### config.mk
export PLATFORM = sky130hd
export DESIGN_NAME = midi_track_event_parser
export DESIGN_NICKNAME = d
export VERILOG_FILES = /design/src/mtep_pkg.sv /design/src/mtep_ctrl.sv /design/src/mtep_dp.sv /design/src/midi_track_event_parser.sv
export VERILOG_INCLUDE_DIRS = /design/src /design/src/src
export SDC_FILE = /design/constraint.sdc
export NUM_CORES = 1
export LEC_CHECK = 0
export ABC_CLOCK_PERIOD_IN_PS = 12320
export BUFFER_PORTS_ARGS = -buffer_cell sky130_fd_sc_hd__buf_2
export CORE_MARGIN = 2
export CORE_UTILIZATION = 61
export DETAILED_ROUTE_END_ITERATION = 8
export PLACE_DENSITY_LB_ADDON = 0.3
export SLEW_MARGIN = 20
export SYNTH_ARGS = -nofsm -noshare
export SYNTH_HDL_FRONTEND = slang
export SYNTH_SLANG_ARGS = --single-unit
### constraint.sdc
create_clock -name aclk -period 12.32 [get_ports aclk]
set_input_delay 3.08 -clock aclk [delete_from_list [all_inputs] [get_ports aclk]]
set_output_delay 3.08 -clock aclk [all_outputs]
set_load 0.005 [all_outputs]
### src/midi_track_event_parser_defines.svh
// Assertion macros for the MIDI track event parser.
`ifndef MIDI_TRACK_EVENT_PARSER_DEFINES_SVH
`define MIDI_TRACK_EVENT_PARSER_DEFINES_SVH

// Same-cycle implication, sampled on aclk, off during reset.
`define MTEP_ASSERT_SAME(name, ante, cons) \
    name: assert property (@(posedge aclk) disable iff (!aresetn) (ante) |-> (cons)) \
        else $error("mtep assertion failed");

// Next-cycle implication, sampled on aclk, off during reset.
`define MTEP_ASSERT_NEXT(name, ante, cons) \
    name: assert property (@(posedge aclk) disable iff (!aresetn) (ante) |=> (cons)) \
        else $error("mtep assertion failed");

`endif

### src/mtep_pkg.sv
package mtep_pkg;

    typedef enum logic [3:0] {
        PH_DELTA,
        PH_STATUS,
        PH_FIRST,
        PH_SECOND,
        PH_MTYPE,
        PH_MLEN,
        PH_TEMPO,
        PH_SXLEN,
        PH_SXDATA,
        PH_SKIP,
        PH_EMIT_RD,
        PH_EMIT_PUT
    } phase_t;

    typedef enum logic [2:0] {
        KIND_CHAN  = 3'd0,
        KIND_TEMPO = 3'd1,
        KIND_SYSEX = 3'd2,
        KIND_EOT   = 3'd3,
        KIND_END   = 3'd4,
        KIND_ERR   = 3'd5
    } kind_t;

    typedef enum logic [1:0] {
        FUNC_DATA    = 2'd0,
        FUNC_END     = 2'd1,
        FUNC_RESTART = 2'd2,
        FUNC_NONE    = 2'd3
    } func_t;

    typedef enum logic [3:0] {
        OUT_CHAN2_RS,
        OUT_CHAN2,
        OUT_CHAN3,
        OUT_TEMPO,
        OUT_SX_EMPTY,
        OUT_SX_BYTE,
        OUT_EOT,
        OUT_END,
        OUT_ERR
    } out_sel_t;

    localparam logic [7:0] META_LEAD     = 8'hFF;
    localparam logic [7:0] SYSEX_F0      = 8'hF0;
    localparam logic [7:0] SYSEX_F7      = 8'hF7;
    localparam logic [7:0] META_TEMPO    = 8'h51;
    localparam logic [7:0] META_EOT      = 8'h2F;
    localparam logic [3:0] NIB_PROGRAM   = 4'hC;
    localparam logic [3:0] NIB_PRESSURE  = 4'hD;
    localparam logic [3:0] NIB_SYSTEM    = 4'hF;
    localparam logic [2:0] VLQ_MAX_BYTES = 3'd4;
    localparam logic [27:0] TEMPO_LEN    = 28'd3;

    typedef struct packed {
        logic     restart;
        logic     vlq_take;
        logic     vlq_clear;
        logic     tick_add;
        logic     rs_load;
        logic     rs_clear;
        logic     cur_from_rs;
        logic     cur_from_byte;
        logic     first_load;
        logic     meta_load;
        logic     rem_load_acc;
        logic     rem_load_tempo;
        logic     rem_dec;
        logic     tempo_clear;
        logic     tempo_shift;
        logic     fill_clear;
        logic     fill_write;
        logic     emit_clear;
        logic     emit_rd;
        logic     emit_inc;
        logic     out_load;
        out_sel_t out_sel;
    } cmd_t;

    typedef struct packed {
        logic out_valid;
        logic vlq_done;
        logic vlq_over;
        logic byte_data;
        logic byte_meta;
        logic byte_sysex;
        logic byte_chan;
        logic rs_zero;
        logic rs_two_byte;
        logic cur_two_byte;
        logic tempo_meta;
        logic eot_meta;
        logic len_zero;
        logic len_too_long;
        logic rem_last;
        logic emit_last;
    } stat_t;

endpackage

### src/mtep_ctrl.sv
module mtep_ctrl (
    input  logic             aclk,
    input  logic             aresetn,
    input  logic             s_valid,
    output logic             s_ready,
    input  logic [1:0]       s_func,
    input  logic             m_ready,
    input  mtep_pkg::stat_t  st,
    output mtep_pkg::cmd_t   cmd
);

    mtep_pkg::phase_t state_reg, state_next;
    logic             finished_reg, finished_next;
    logic             out_free;
    logic             item;
    logic             take;
    mtep_pkg::func_t  func;

    assign func     = mtep_pkg::func_t'(s_func);
    assign out_free = !st.out_valid || m_ready;
    assign s_ready  = out_free && (state_reg != mtep_pkg::PH_EMIT_RD)
                      && (state_reg != mtep_pkg::PH_EMIT_PUT);
    assign item     = s_valid && s_ready;
    assign take     = item && (func == mtep_pkg::FUNC_DATA) && !finished_reg;

    always_ff @(posedge aclk) begin
        if (!aresetn) begin
            state_reg    <= mtep_pkg::PH_DELTA;
            finished_reg <= 1'b0;
        end else begin
            state_reg    <= state_next;
            finished_reg <= finished_next;
        end
    end

    // next state
    always_comb begin
        state_next    = state_reg;
        finished_next = finished_reg;
        priority if (item) begin
            if (func == mtep_pkg::FUNC_RESTART) begin
                state_next    = mtep_pkg::PH_DELTA;
                finished_next = 1'b0;
            end else if (func == mtep_pkg::FUNC_END) begin
                finished_next = 1'b1;
            end else if (take) begin
                unique case (state_reg)
                    mtep_pkg::PH_DELTA: begin
                        if (st.vlq_over) finished_next = 1'b1;
                        else if (st.vlq_done) state_next = mtep_pkg::PH_STATUS;
                    end
                    mtep_pkg::PH_STATUS: begin
                        priority if (st.byte_data) begin
                            if (st.rs_zero) finished_next = 1'b1;
                            else if (st.rs_two_byte) state_next = mtep_pkg::PH_DELTA;
                            else state_next = mtep_pkg::PH_SECOND;
                        end else if (st.byte_meta) begin
                            state_next = mtep_pkg::PH_MTYPE;
                        end else if (st.byte_sysex) begin
                            state_next = mtep_pkg::PH_SXLEN;
                        end else if (st.byte_chan) begin
                            state_next = mtep_pkg::PH_FIRST;
                        end else begin
                            finished_next = 1'b1;
                        end
                    end
                    mtep_pkg::PH_FIRST: begin
                        state_next = st.cur_two_byte ? mtep_pkg::PH_DELTA : mtep_pkg::PH_SECOND;
                    end
                    mtep_pkg::PH_SECOND: state_next = mtep_pkg::PH_DELTA;
                    mtep_pkg::PH_MTYPE:  state_next = mtep_pkg::PH_MLEN;
                    mtep_pkg::PH_MLEN: begin
                        priority if (st.vlq_over) finished_next = 1'b1;
                        else if (!st.vlq_done) state_next = state_reg;
                        else if (st.tempo_meta) state_next = mtep_pkg::PH_TEMPO;
                        else if (st.eot_meta) finished_next = 1'b1;
                        else if (st.len_zero) state_next = mtep_pkg::PH_DELTA;
                        else state_next = mtep_pkg::PH_SKIP;
                    end
                    mtep_pkg::PH_TEMPO: begin
                        if (st.rem_last) state_next = mtep_pkg::PH_DELTA;
                    end
                    mtep_pkg::PH_SXLEN: begin
                        priority if (st.vlq_over) finished_next = 1'b1;
                        else if (!st.vlq_done) state_next = state_reg;
                        else if (st.len_too_long) state_next = mtep_pkg::PH_SKIP;
                        else if (st.len_zero) state_next = mtep_pkg::PH_DELTA;
                        else state_next = mtep_pkg::PH_SXDATA;
                    end
                    mtep_pkg::PH_SXDATA: begin
                        if (st.rem_last) state_next = mtep_pkg::PH_EMIT_RD;
                    end
                    mtep_pkg::PH_SKIP: begin
                        if (st.rem_last) state_next = mtep_pkg::PH_DELTA;
                    end
                    default: state_next = mtep_pkg::PH_DELTA;
                endcase
            end
        end else if (state_reg == mtep_pkg::PH_EMIT_RD) begin
            state_next = mtep_pkg::PH_EMIT_PUT;
        end else if ((state_reg == mtep_pkg::PH_EMIT_PUT) && out_free) begin
            state_next = st.emit_last ? mtep_pkg::PH_DELTA : mtep_pkg::PH_EMIT_RD;
        end
    end

    // datapath commands
    always_comb begin
        cmd         = '0;
        cmd.out_sel = mtep_pkg::OUT_ERR;
        priority if (item) begin
            if (func == mtep_pkg::FUNC_RESTART) begin
                cmd.restart = 1'b1;
            end else if ((func == mtep_pkg::FUNC_END) && !finished_reg) begin
                cmd.out_load = 1'b1;
                cmd.out_sel  = mtep_pkg::OUT_END;
            end else if (take) begin
                unique case (state_reg)
                    mtep_pkg::PH_DELTA: begin
                        cmd.vlq_take = 1'b1;
                        if (st.vlq_over) cmd.out_load = 1'b1;
                        else if (st.vlq_done) cmd.tick_add = 1'b1;
                    end
                    mtep_pkg::PH_STATUS: begin
                        priority if (st.byte_data) begin
                            if (st.rs_zero) begin
                                cmd.out_load = 1'b1;
                            end else begin
                                cmd.cur_from_rs = 1'b1;
                                cmd.first_load  = 1'b1;
                                if (st.rs_two_byte) begin
                                    cmd.out_load  = 1'b1;
                                    cmd.out_sel   = mtep_pkg::OUT_CHAN2_RS;
                                    cmd.vlq_clear = 1'b1;
                                end
                            end
                        end else if (st.byte_meta) begin
                            cmd.out_load = 1'b0;
                        end else if (st.byte_sysex) begin
                            cmd.cur_from_byte = 1'b1;
                            cmd.vlq_clear     = 1'b1;
                        end else if (st.byte_chan) begin
                            cmd.rs_load       = 1'b1;
                            cmd.cur_from_byte = 1'b1;
                        end else begin
                            cmd.out_load = 1'b1;
                        end
                    end
                    mtep_pkg::PH_FIRST: begin
                        cmd.first_load = 1'b1;
                        if (st.cur_two_byte) begin
                            cmd.out_load  = 1'b1;
                            cmd.out_sel   = mtep_pkg::OUT_CHAN2;
                            cmd.vlq_clear = 1'b1;
                        end
                    end
                    mtep_pkg::PH_SECOND: begin
                        cmd.out_load  = 1'b1;
                        cmd.out_sel   = mtep_pkg::OUT_CHAN3;
                        cmd.vlq_clear = 1'b1;
                    end
                    mtep_pkg::PH_MTYPE: begin
                        cmd.meta_load = 1'b1;
                        cmd.vlq_clear = 1'b1;
                    end
                    mtep_pkg::PH_MLEN: begin
                        cmd.vlq_take = 1'b1;
                        priority if (st.vlq_over) begin
                            cmd.out_load = 1'b1;
                        end else if (!st.vlq_done) begin
                            cmd.out_load = 1'b0;
                        end else if (st.tempo_meta) begin
                            cmd.tempo_clear    = 1'b1;
                            cmd.rem_load_tempo = 1'b1;
                        end else if (st.eot_meta) begin
                            cmd.out_load = 1'b1;
                            cmd.out_sel  = mtep_pkg::OUT_EOT;
                        end else begin
                            cmd.rem_load_acc = 1'b1;
                            cmd.vlq_clear    = st.len_zero;
                        end
                    end
                    mtep_pkg::PH_TEMPO: begin
                        cmd.tempo_shift = 1'b1;
                        cmd.rem_dec     = 1'b1;
                        if (st.rem_last) begin
                            cmd.out_load  = 1'b1;
                            cmd.out_sel   = mtep_pkg::OUT_TEMPO;
                            cmd.vlq_clear = 1'b1;
                        end
                    end
                    mtep_pkg::PH_SXLEN: begin
                        cmd.vlq_take = 1'b1;
                        priority if (st.vlq_over) begin
                            cmd.out_load = 1'b1;
                        end else if (!st.vlq_done) begin
                            cmd.out_load = 1'b0;
                        end else if (st.len_too_long) begin
                            cmd.rem_load_acc = 1'b1;
                        end else begin
                            cmd.fill_clear   = 1'b1;
                            cmd.rem_load_acc = 1'b1;
                            if (st.len_zero) begin
                                cmd.out_load  = 1'b1;
                                cmd.out_sel   = mtep_pkg::OUT_SX_EMPTY;
                                cmd.rs_clear  = 1'b1;
                                cmd.vlq_clear = 1'b1;
                            end
                        end
                    end
                    mtep_pkg::PH_SXDATA: begin
                        cmd.fill_write = 1'b1;
                        cmd.rem_dec    = 1'b1;
                        if (st.rem_last) begin
                            cmd.rs_clear   = 1'b1;
                            cmd.vlq_clear  = 1'b1;
                            cmd.emit_clear = 1'b1;
                        end
                    end
                    mtep_pkg::PH_SKIP: begin
                        cmd.rem_dec   = 1'b1;
                        cmd.vlq_clear = st.rem_last;
                    end
                    default: cmd.vlq_clear = 1'b1;
                endcase
            end
        end else if (state_reg == mtep_pkg::PH_EMIT_RD) begin
            cmd.emit_rd = 1'b1;
        end else if ((state_reg == mtep_pkg::PH_EMIT_PUT) && out_free) begin
            cmd.out_load = 1'b1;
            cmd.out_sel  = mtep_pkg::OUT_SX_BYTE;
            cmd.emit_inc = 1'b1;
        end
    end

endmodule

### src/mtep_dp.sv
module mtep_dp #(
    parameter int MAX_EVENT_BYTES = 32
) (
    input  logic             aclk,
    input  logic             aresetn,
    input  logic [7:0]       s_data_byte,
    input  mtep_pkg::cmd_t   cmd,
    output mtep_pkg::stat_t  st,
    input  logic             m_ready,
    output logic             m_valid,
    output logic [2:0]       m_kind,
    output logic [31:0]      m_abs_tick,
    output logic [7:0]       m_status_byte,
    output logic [7:0]       m_data_first,
    output logic [7:0]       m_data_second,
    output logic [5:0]       m_event_length,
    output logic [23:0]      m_tempo_us_per_qn,
    output logic             m_last
);

    localparam int AW = (MAX_EVENT_BYTES > 1) ? $clog2(MAX_EVENT_BYTES) : 1;

    logic [27:0]   acc_reg;
    logic [27:0]   acc_next;
    logic [2:0]    cnt_reg;
    logic [31:0]   tick_reg;
    logic [7:0]    rs_reg;
    logic [7:0]    cur_reg;
    logic [7:0]    first_reg;
    logic [7:0]    meta_reg;
    logic [27:0]   rem_reg;
    logic [23:0]   tempo_reg;
    logic [AW-1:0] fill_reg;
    logic [AW-1:0] idx_reg;
    logic [7:0]    rd_data_reg;
    logic [7:0]    mem [MAX_EVENT_BYTES];
    logic [31:0]   fill_len;

    logic              valid_reg;
    mtep_pkg::kind_t   kind_reg, kind_next;
    logic [7:0]        status_reg, status_next;
    logic [7:0]        d1_reg, d1_next;
    logic [7:0]        d2_reg, d2_next;
    logic [5:0]        len_reg, len_next;
    logic [23:0]       tempo_out_reg, tempo_out_next;
    logic              last_reg, last_next;

    assign acc_next = {acc_reg[20:0], s_data_byte[6:0]};
    assign fill_len = 32'(fill_reg) + 32'd1;

    always_comb begin
        st              = '0;
        st.out_valid    = valid_reg;
        st.vlq_done     = !s_data_byte[7];
        st.vlq_over     = s_data_byte[7] && ((cnt_reg + 3'd1) >= mtep_pkg::VLQ_MAX_BYTES);
        st.byte_data    = !s_data_byte[7];
        st.byte_meta    = s_data_byte == mtep_pkg::META_LEAD;
        st.byte_sysex   = (s_data_byte == mtep_pkg::SYSEX_F0)
                          || (s_data_byte == mtep_pkg::SYSEX_F7);
        st.byte_chan    = s_data_byte[7] && (s_data_byte[7:4] != mtep_pkg::NIB_SYSTEM);
        st.rs_zero      = rs_reg == 8'd0;
        st.rs_two_byte  = (rs_reg[7:4] == mtep_pkg::NIB_PROGRAM)
                          || (rs_reg[7:4] == mtep_pkg::NIB_PRESSURE);
        st.cur_two_byte = (cur_reg[7:4] == mtep_pkg::NIB_PROGRAM)
                          || (cur_reg[7:4] == mtep_pkg::NIB_PRESSURE);
        st.tempo_meta   = (meta_reg == mtep_pkg::META_TEMPO) && (acc_next == 28'd3);
        st.eot_meta     = meta_reg == mtep_pkg::META_EOT;
        st.len_zero     = acc_next == 28'd0;
        st.len_too_long = 32'(acc_next) >= 32'(MAX_EVENT_BYTES);
        st.rem_last     = rem_reg == 28'd1;
        st.emit_last    = (32'(idx_reg) + 32'd1) == 32'(fill_reg);
    end

    always_ff @(posedge aclk) begin
        if (!aresetn || cmd.restart) begin
            acc_reg   <= '0;
            cnt_reg   <= '0;
            tick_reg  <= '0;
            rs_reg    <= '0;
            cur_reg   <= '0;
            first_reg <= '0;
            meta_reg  <= '0;
            rem_reg   <= '0;
            tempo_reg <= '0;
            fill_reg  <= '0;
            idx_reg   <= '0;
        end else begin
            if (cmd.vlq_clear) begin
                acc_reg <= '0;
                cnt_reg <= '0;
            end else if (cmd.vlq_take) begin
                acc_reg <= acc_next;
                cnt_reg <= (st.vlq_done || st.vlq_over) ? 3'd0 : cnt_reg + 3'd1;
            end
            if (cmd.tick_add) tick_reg <= tick_reg + {4'd0, acc_next};
            if (cmd.rs_clear) rs_reg <= '0;
            else if (cmd.rs_load) rs_reg <= s_data_byte;
            if (cmd.cur_from_rs) cur_reg <= rs_reg;
            else if (cmd.cur_from_byte) cur_reg <= s_data_byte;
            if (cmd.first_load) first_reg <= s_data_byte;
            if (cmd.meta_load) meta_reg <= s_data_byte;
            if (cmd.rem_load_acc) rem_reg <= acc_next;
            else if (cmd.rem_load_tempo) rem_reg <= mtep_pkg::TEMPO_LEN;
            else if (cmd.rem_dec) rem_reg <= rem_reg - 28'd1;
            if (cmd.tempo_clear) tempo_reg <= '0;
            else if (cmd.tempo_shift) tempo_reg <= {tempo_reg[15:0], s_data_byte};
            if (cmd.fill_clear) fill_reg <= '0;
            else if (cmd.fill_write) fill_reg <= fill_reg + AW'(1);
            if (cmd.emit_clear) idx_reg <= '0;
            else if (cmd.emit_inc) idx_reg <= idx_reg + AW'(1);
        end
    end

    // sysex buffer
    always_ff @(posedge aclk) begin
        if (cmd.fill_write) mem[fill_reg] <= s_data_byte;
        if (cmd.emit_rd) rd_data_reg <= mem[idx_reg];
    end

    always_comb begin
        kind_next      = mtep_pkg::KIND_ERR;
        status_next    = '0;
        d1_next        = '0;
        d2_next        = '0;
        len_next       = '0;
        tempo_out_next = '0;
        last_next      = 1'b1;
        unique case (cmd.out_sel)
            mtep_pkg::OUT_CHAN2_RS: begin
                kind_next   = mtep_pkg::KIND_CHAN;
                status_next = rs_reg;
                d1_next     = s_data_byte;
                len_next    = 6'd2;
            end
            mtep_pkg::OUT_CHAN2: begin
                kind_next   = mtep_pkg::KIND_CHAN;
                status_next = cur_reg;
                d1_next     = s_data_byte;
                len_next    = 6'd2;
            end
            mtep_pkg::OUT_CHAN3: begin
                kind_next   = mtep_pkg::KIND_CHAN;
                status_next = cur_reg;
                d1_next     = first_reg;
                d2_next     = s_data_byte;
                len_next    = 6'd3;
            end
            mtep_pkg::OUT_TEMPO: begin
                kind_next      = mtep_pkg::KIND_TEMPO;
                tempo_out_next = {tempo_reg[15:0], s_data_byte};
            end
            mtep_pkg::OUT_SX_EMPTY: begin
                kind_next   = mtep_pkg::KIND_SYSEX;
                status_next = cur_reg;
                len_next    = 6'd1;
            end
            mtep_pkg::OUT_SX_BYTE: begin
                kind_next   = mtep_pkg::KIND_SYSEX;
                status_next = cur_reg;
                d1_next     = rd_data_reg;
                len_next    = fill_len[5:0];
                last_next   = st.emit_last;
            end
            mtep_pkg::OUT_EOT: kind_next = mtep_pkg::KIND_EOT;
            mtep_pkg::OUT_END: kind_next = mtep_pkg::KIND_END;
            mtep_pkg::OUT_ERR: kind_next = mtep_pkg::KIND_ERR;
            default:           kind_next = mtep_pkg::KIND_ERR;
        endcase
    end

    // result register
    always_ff @(posedge aclk) begin
        if (!aresetn) begin
            valid_reg <= 1'b0;
        end else if (cmd.out_load) begin
            valid_reg <= 1'b1;
        end else if (m_ready) begin
            valid_reg <= 1'b0;
        end
    end

    always_ff @(posedge aclk) begin
        if (cmd.out_load) begin
            kind_reg      <= kind_next;
            m_abs_tick    <= tick_reg;
            status_reg    <= status_next;
            d1_reg        <= d1_next;
            d2_reg        <= d2_next;
            len_reg       <= len_next;
            tempo_out_reg <= tempo_out_next;
            last_reg      <= last_next;
        end
    end

    assign m_valid           = valid_reg;
    assign m_kind            = kind_reg;
    assign m_status_byte     = status_reg;
    assign m_data_first      = d1_reg;
    assign m_data_second     = d2_reg;
    assign m_event_length    = len_reg;
    assign m_tempo_us_per_qn = tempo_out_reg;
    assign m_last            = last_reg;

endmodule

### src/midi_track_event_parser.sv
// Standard MIDI File track event parser. Feed one track byte per transaction
// (s_func data), then an end-of-data transaction; s_func restart clears the
// parser for a new track. Ordinary bytes are taken at one per cycle while
// the result register is free or m_ready is high; a result that waits for
// m_ready holds the next byte off. When the last data byte of a buffered
// sysex arrives, the input stalls while the buffer is read back byte by byte
// (a registered buffer read, then a load of the result register), and also
// during any output backpressure. Sysex longer than MAX_EVENT_BYTES - 1
// bytes is skipped. The sysex buffer needs no clearing after reset.
`include "midi_track_event_parser_defines.svh"

module midi_track_event_parser #(
    parameter int MAX_EVENT_BYTES = 32
) (
    input  logic        aclk,
    input  logic        aresetn,
    input  logic        s_valid,
    output logic        s_ready,
    input  logic [1:0]  s_func,
    input  logic [7:0]  s_data_byte,
    output logic        m_valid,
    input  logic        m_ready,
    output logic [2:0]  m_kind,
    output logic [31:0] m_abs_tick,
    output logic [7:0]  m_status_byte,
    output logic [7:0]  m_data_first,
    output logic [7:0]  m_data_second,
    output logic [5:0]  m_event_length,
    output logic [23:0] m_tempo_us_per_qn,
    output logic        m_last
);

    mtep_pkg::cmd_t  cmd;
    mtep_pkg::stat_t st;

    mtep_ctrl u_ctrl (
        .aclk    (aclk),
        .aresetn (aresetn),
        .s_valid (s_valid),
        .s_ready (s_ready),
        .s_func  (s_func),
        .m_ready (m_ready),
        .st      (st),
        .cmd     (cmd)
    );

    mtep_dp #(
        .MAX_EVENT_BYTES (MAX_EVENT_BYTES)
    ) u_dp (
        .aclk              (aclk),
        .aresetn           (aresetn),
        .s_data_byte       (s_data_byte),
        .cmd               (cmd),
        .st                (st),
        .m_ready           (m_ready),
        .m_valid           (m_valid),
        .m_kind            (m_kind),
        .m_abs_tick        (m_abs_tick),
        .m_status_byte     (m_status_byte),
        .m_data_first      (m_data_first),
        .m_data_second     (m_data_second),
        .m_event_length    (m_event_length),
        .m_tempo_us_per_qn (m_tempo_us_per_qn),
        .m_last            (m_last)
    );

    `MTEP_ASSERT_SAME(a_ready_needs_room, s_ready, !m_valid || m_ready)
    `MTEP_ASSERT_SAME(a_single_is_last, m_valid && (m_kind != mtep_pkg::KIND_SYSEX), m_last)
    `MTEP_ASSERT_NEXT(a_sysex_drain_blocks, cmd.fill_write && st.rem_last, !s_ready)

endmodule
==> tab_implementation.tex <==
\begin{tabular}{lr}
\hline
Metric & Value \\
\hline
\multicolumn{2}{l}{\textbf{Synth}} \\
\quad Number of register bits inferred by synthesis & roughly 500 \\
\quad Instance count of the mapped netlist & 1,741 \\
\quad Cell types with the largest area share after synthesis & sky130\_fd\_sc\_hd\_\_edfxtp\_1 (48\%), sky130\_fd\_sc\_hd\_\_dfxtp\_1 (13\%), sky130\_fd\_sc\_hd\_\_mux4\_2 (8.1\%) \\
\quad Sequential cell area fraction in the yosys report & 60.98\% \\
\quad Leading register cell type out of synthesis & sky130\_fd\_sc\_hd\_\_edfxtp\_1 \\
\quad Synth cell types & 85 \\
\quad Netlist Area Pre-Place & between 20,000 and 25,000 µm² \\
\quad Post-Synthesis Mean Instance Area & 12.80 µm² \\
\quad Post-synthesis async set-or-reset flop share & 0\% \\
\quad Post-Synthesis Net Count & 1,796 \\
\quad Area share of the largest cell type after synthesis & 47.69\% \\
\quad Yosys warning total & 0 \\
\quad EDFF count, synth & 354 \\
\quad Dominant cell type by area after synthesis & sky130\_fd\_sc\_hd\_\_edfxtp\_1 \\
\multicolumn{2}{l}{\textbf{Detailed routing}} \\
\quad DR DRC count & 0 \\
\quad Vias per Instance & roughly 6.4 \\
\quad Routed wirelength normalized by instance count & 22.74 µm \\
\quad DRT antenna net count & 0 \\
\quad DRT iter0 DRCs & 1,323 \\
\quad Iteration count of the initial detailed-routing pass & 7 \\
\quad Post-detailed-routing wire length & 53,270 µm \\
\quad Via count & 14,896 \\
\multicolumn{2}{l}{\textbf{Clock tree}} \\
\quad Maximum buffer depth of the clock tree & 3 \\
\quad Number of buffers inserted by post-CTS setup repair & 0 \\
\quad Number of buffers created by CTS & 50 \\
\quad Root buf cell & sky130\_fd\_sc\_hd\_\_clkbuf\_16 \\
\quad Clk Latency, worst-skew pair & about 0.61 ns \\
\quad Clock H-tree levels & 2 \\
\quad Clock tree from TritonCTS & done \\
\quad Hold bufs inserted after CTS & 0 \\
\quad Sink count of the clock tree & 502 \\
\quad Clock input transition at the sequential cells of the worst setup and hold paths & 0.06 ns \\
\quad Number of resized instances in the post-cts repair step & 0 \\
\multicolumn{2}{l}{\textbf{Die}} \\
\quad Initial core utilization & 61.47\% \\
\quad I/O pin count & around 110 \\
\quad Width of the die & 195.2 µm \\
\quad Die height & 195.2 µm \\
\quad Total die area & 38,090 µm² \\
\quad Number of placement rows & 70 \\
\quad Std-Cell Core Area & 36,260 µm² \\
\multicolumn{2}{l}{\textbf{Timing}} \\
\quad Worst relative slew slack & 28.09\% \\
\quad Number of max-slew violations in the final report & 0 \\
\quad RSZ-0062 raised after global routing & no \\
\quad Share of the clock period used by the worst path & 55.56\% \\
\quad \# setup viols final & 0 \\
\quad Setup tns final & 0 ns \\
\quad Maximum clock frequency & between 100 and 150 MHz \\
\quad Number of endpoints with negative hold slack in the final report & 0 \\
\quad Final critical path time including I/O delays and setup & about 6.8 ns \\
\quad Worst Max-Slew Pin Slew & roughly 1.1 ns \\
\quad Worst Slack Setup Final & around 5.5 ns \\
\quad Worst-case clock skew & around 0.025 ns \\
\multicolumn{2}{l}{\textbf{Setup path}} \\
\quad Crit. End Element & primary output \\
\quad Kind of start point of the critical path & input pin \\
\quad Reg2reg path depth & 8 \\
\quad Worst endpoint required time & 9.24 ns \\
\quad Startpoint of the most critical setup path & m\_ready \\
\quad End point of the critical path & s\_ready \\
\quad Critical Path Fanout Max & 4 \\
\quad Critical path class & input pin to primary output \\
\quad Startpoint of the most critical register-to-register path & u\_dp.acc\_reg[14] \\
\quad Worst path arrival time & 3.77 ns \\
\quad Endpoint of the lowest-slack register-to-register path & u\_dp.m\_abs\_tick[20] \\
\quad Register-to-Register Setup Slack & 8.61 ns \\
\multicolumn{2}{l}{\textbf{Layout}} \\
\quad Net count, final & 1,887 \\
\quad Number of inserted diodes & 0 \\
\quad Area delta synth->final & 11.64\% \\
\quad Flip-flop count of the largest register, all copies and words added & 256 \\
\quad Final design instance area without fill & 24,890 µm² \\
\quad Post-route non-filler standard cell count & $\sim$2,300 \\
\quad Fraction of layout cells with a size suffix above 1 & 17.61\% \\
\multicolumn{2}{l}{\textbf{Placed design}} \\
\quad Setup slack at placement & 5.480 ns \\
\quad Placed instance count & 2,247 \\
\quad Count of port buffers added during placement & 105 \\
\quad Total half-perimeter wirelength after legalization and detailed placement & 34,100 µm \\
\quad Last weighted congestion value of the routability-driven placer & 0.9520 \\
\quad Total placed instance area & 23,230 µm² \\
\multicolumn{2}{l}{\textbf{Global routing}} \\
\quad Antenna violations before repair & 0 \\
\quad Vias in the first global route & 14,789 \\
\quad Tot GR Track Use & 28.14\% \\
\quad Total congestion overflow after global routing & 0 \\
\quad Wire length of the first global-routing pass & $\sim$83,000 µm \\
\quad Pin count of the biggest net entering global routing & 81 \\
\multicolumn{2}{l}{\textbf{Min path}} \\
\quad Class of the tightest hold or removal check & register to register \\
\quad Number of instances on the worst hold path & 2 \\
\multicolumn{2}{l}{\textbf{Outcome}} \\
\quad Result of the run & complete, no violations \\
\multicolumn{2}{l}{\textbf{Pwr}} \\
\quad Pwr dens & between 100 and 150 nW/µm² \\
\quad Peak supply drop & 148.4 µV \\
\quad Leak Pwr & 8.837 nW \\
\multicolumn{2}{l}{\textbf{Run}} \\
\quad Max-capacitance violation count & 0 \\
\hline
\end{tabular}
-- per-stage QoR --
step	hold WS [ns]	utilization [%]	power (mW)
after floorplan	0.4082	-	1.942
after global placement	0.4276	64.06	1.999
after detailed placement	0.4394	64.06	2.004
after CTS	0.4493	68.58	3.503
after global routing	0.4784	68.63	3.586
final	0.4539	68.63	3.486
-- cells in the final DEF, fill, tap and decap left out, drive strengths merged, types with 7 or more instances in the layout --
cell type,instances
edfxtp,354
nand2,173
nor2,171
dfxtp,148
buf,127
a21oi,123
mux4,80
clkbuf,61
o21ai,48
mux2i,45
nand3,40
ha,40
and2,39
inv,30
nor3,28
xnor2,26
and3,25
a21o,24
xor2,23
a22oi,20
clkinv,20
a31oi,19
nor4,17
nor2b,13
o211ai,12
or3,10
o21a,10
nand2b,8
mux2,8
nand3b,8
nand4,8
a311oi,7
nor3b,7
-- metal layers --
metal	GRT usage (%)	vias up	share of wire, %	wire [µm]
li1	-	6781	-	-
met1	35.95	7333	39	20830
met2	47.37	655	50	26580
met3	5.320	127	7.1	3772
met4	12.24	0	3.9	2083
met5	0	-	0	0
-- cell usage after synthesis, types with 8 or more instances --
master,number
sky130_fd_sc_hd__edfxtp_1,354
sky130_fd_sc_hd__nand2_1,173
sky130_fd_sc_hd__nor2_1,171
sky130_fd_sc_hd__dfxtp_1,148
sky130_fd_sc_hd__a21oi_1,122
sky130_fd_sc_hd__mux4_2,80
sky130_fd_sc_hd__clkbuf_1,55
sky130_fd_sc_hd__mux2i_1,45
sky130_fd_sc_hd__o21ai_0,45
sky130_fd_sc_hd__ha_1,40
sky130_fd_sc_hd__nand3_1,40
sky130_fd_sc_hd__and2_1,38
sky130_fd_sc_hd__nor3_1,26
sky130_fd_sc_hd__xnor2_1,26
sky130_fd_sc_hd__and3_1,25
sky130_fd_sc_hd__inv_1,24
sky130_fd_sc_hd__a21o_1,23
sky130_fd_sc_hd__xor2_1,23
sky130_fd_sc_hd__a22oi_1,20
sky130_fd_sc_hd__a31oi_1,19
sky130_fd_sc_hd__buf_2,18
sky130_fd_sc_hd__nor4_1,15
sky130_fd_sc_hd__nor2b_1,13
sky130_fd_sc_hd__buf_1,12
sky130_fd_sc_hd__o211ai_1,12
sky130_fd_sc_hd__o21a_1,10
sky130_fd_sc_hd__or3_1,10
sky130_fd_sc_hd__mux2_2,8
sky130_fd_sc_hd__nand2b_1,8
sky130_fd_sc_hd__nand3b_1,8
-- final cells by class --
class / count / area, µm²
flip-flops and latches: 502 / 13600
fillers: 2573 / 11370
multi-input cells: 1127 / 8273
clock buffers: 61 / 1355
repair buffers: 127 / 698.2
well taps: 468 / 585.6
clock inverters: 33 / 285.3
inverters: 24 / 90.09
-- how the worst min path moves through the flow --
stage | start | to | slack, ns
floorplan | u_dp.tick_reg[31] | u_dp.m_abs_tick[31] | 0.41
global placement | u_dp.tick_reg[31] | u_dp.m_abs_tick[31] | 0.43
detailed placement | u_dp.cnt_reg[2] | u_dp.cnt_reg[2] | 0.44
CTS | u_dp.cnt_reg[2] | u_dp.cnt_reg[2] | 0.45
global route | u_dp.tempo_reg[14] | u_dp.tempo_reg[14] | 0.48
finish | u_dp.tempo_reg[13] | u_dp.tempo_reg[13] | 0.45
-- cells by family after synthesis --
family	after synthesis	synth area share [%]
flops	502	60.98
buf+inv	112	2.054
mux	133	10.51
compound gates	323	9.335
simple gates	581	12.86
fa+ha+maj	41	2.335
xor+xnor	49	1.925
-- where the power goes --
group | switching [mW] | internal, mW
clock network | 0.661 | 0.856
registers | 0.00787 | 1.81
logic | 0.104 | 0.0434
-- critical path, stage by stage --
cell                      delay (ns)
sky130_fd_sc_hd__buf_2          0.10
sky130_fd_sc_hd__nor2b_1        0.31
sky130_fd_sc_hd__nor2_1         0.12
sky130_fd_sc_hd__buf_2          0.15
Note: power is estimated with default switching activity, not from simulation.
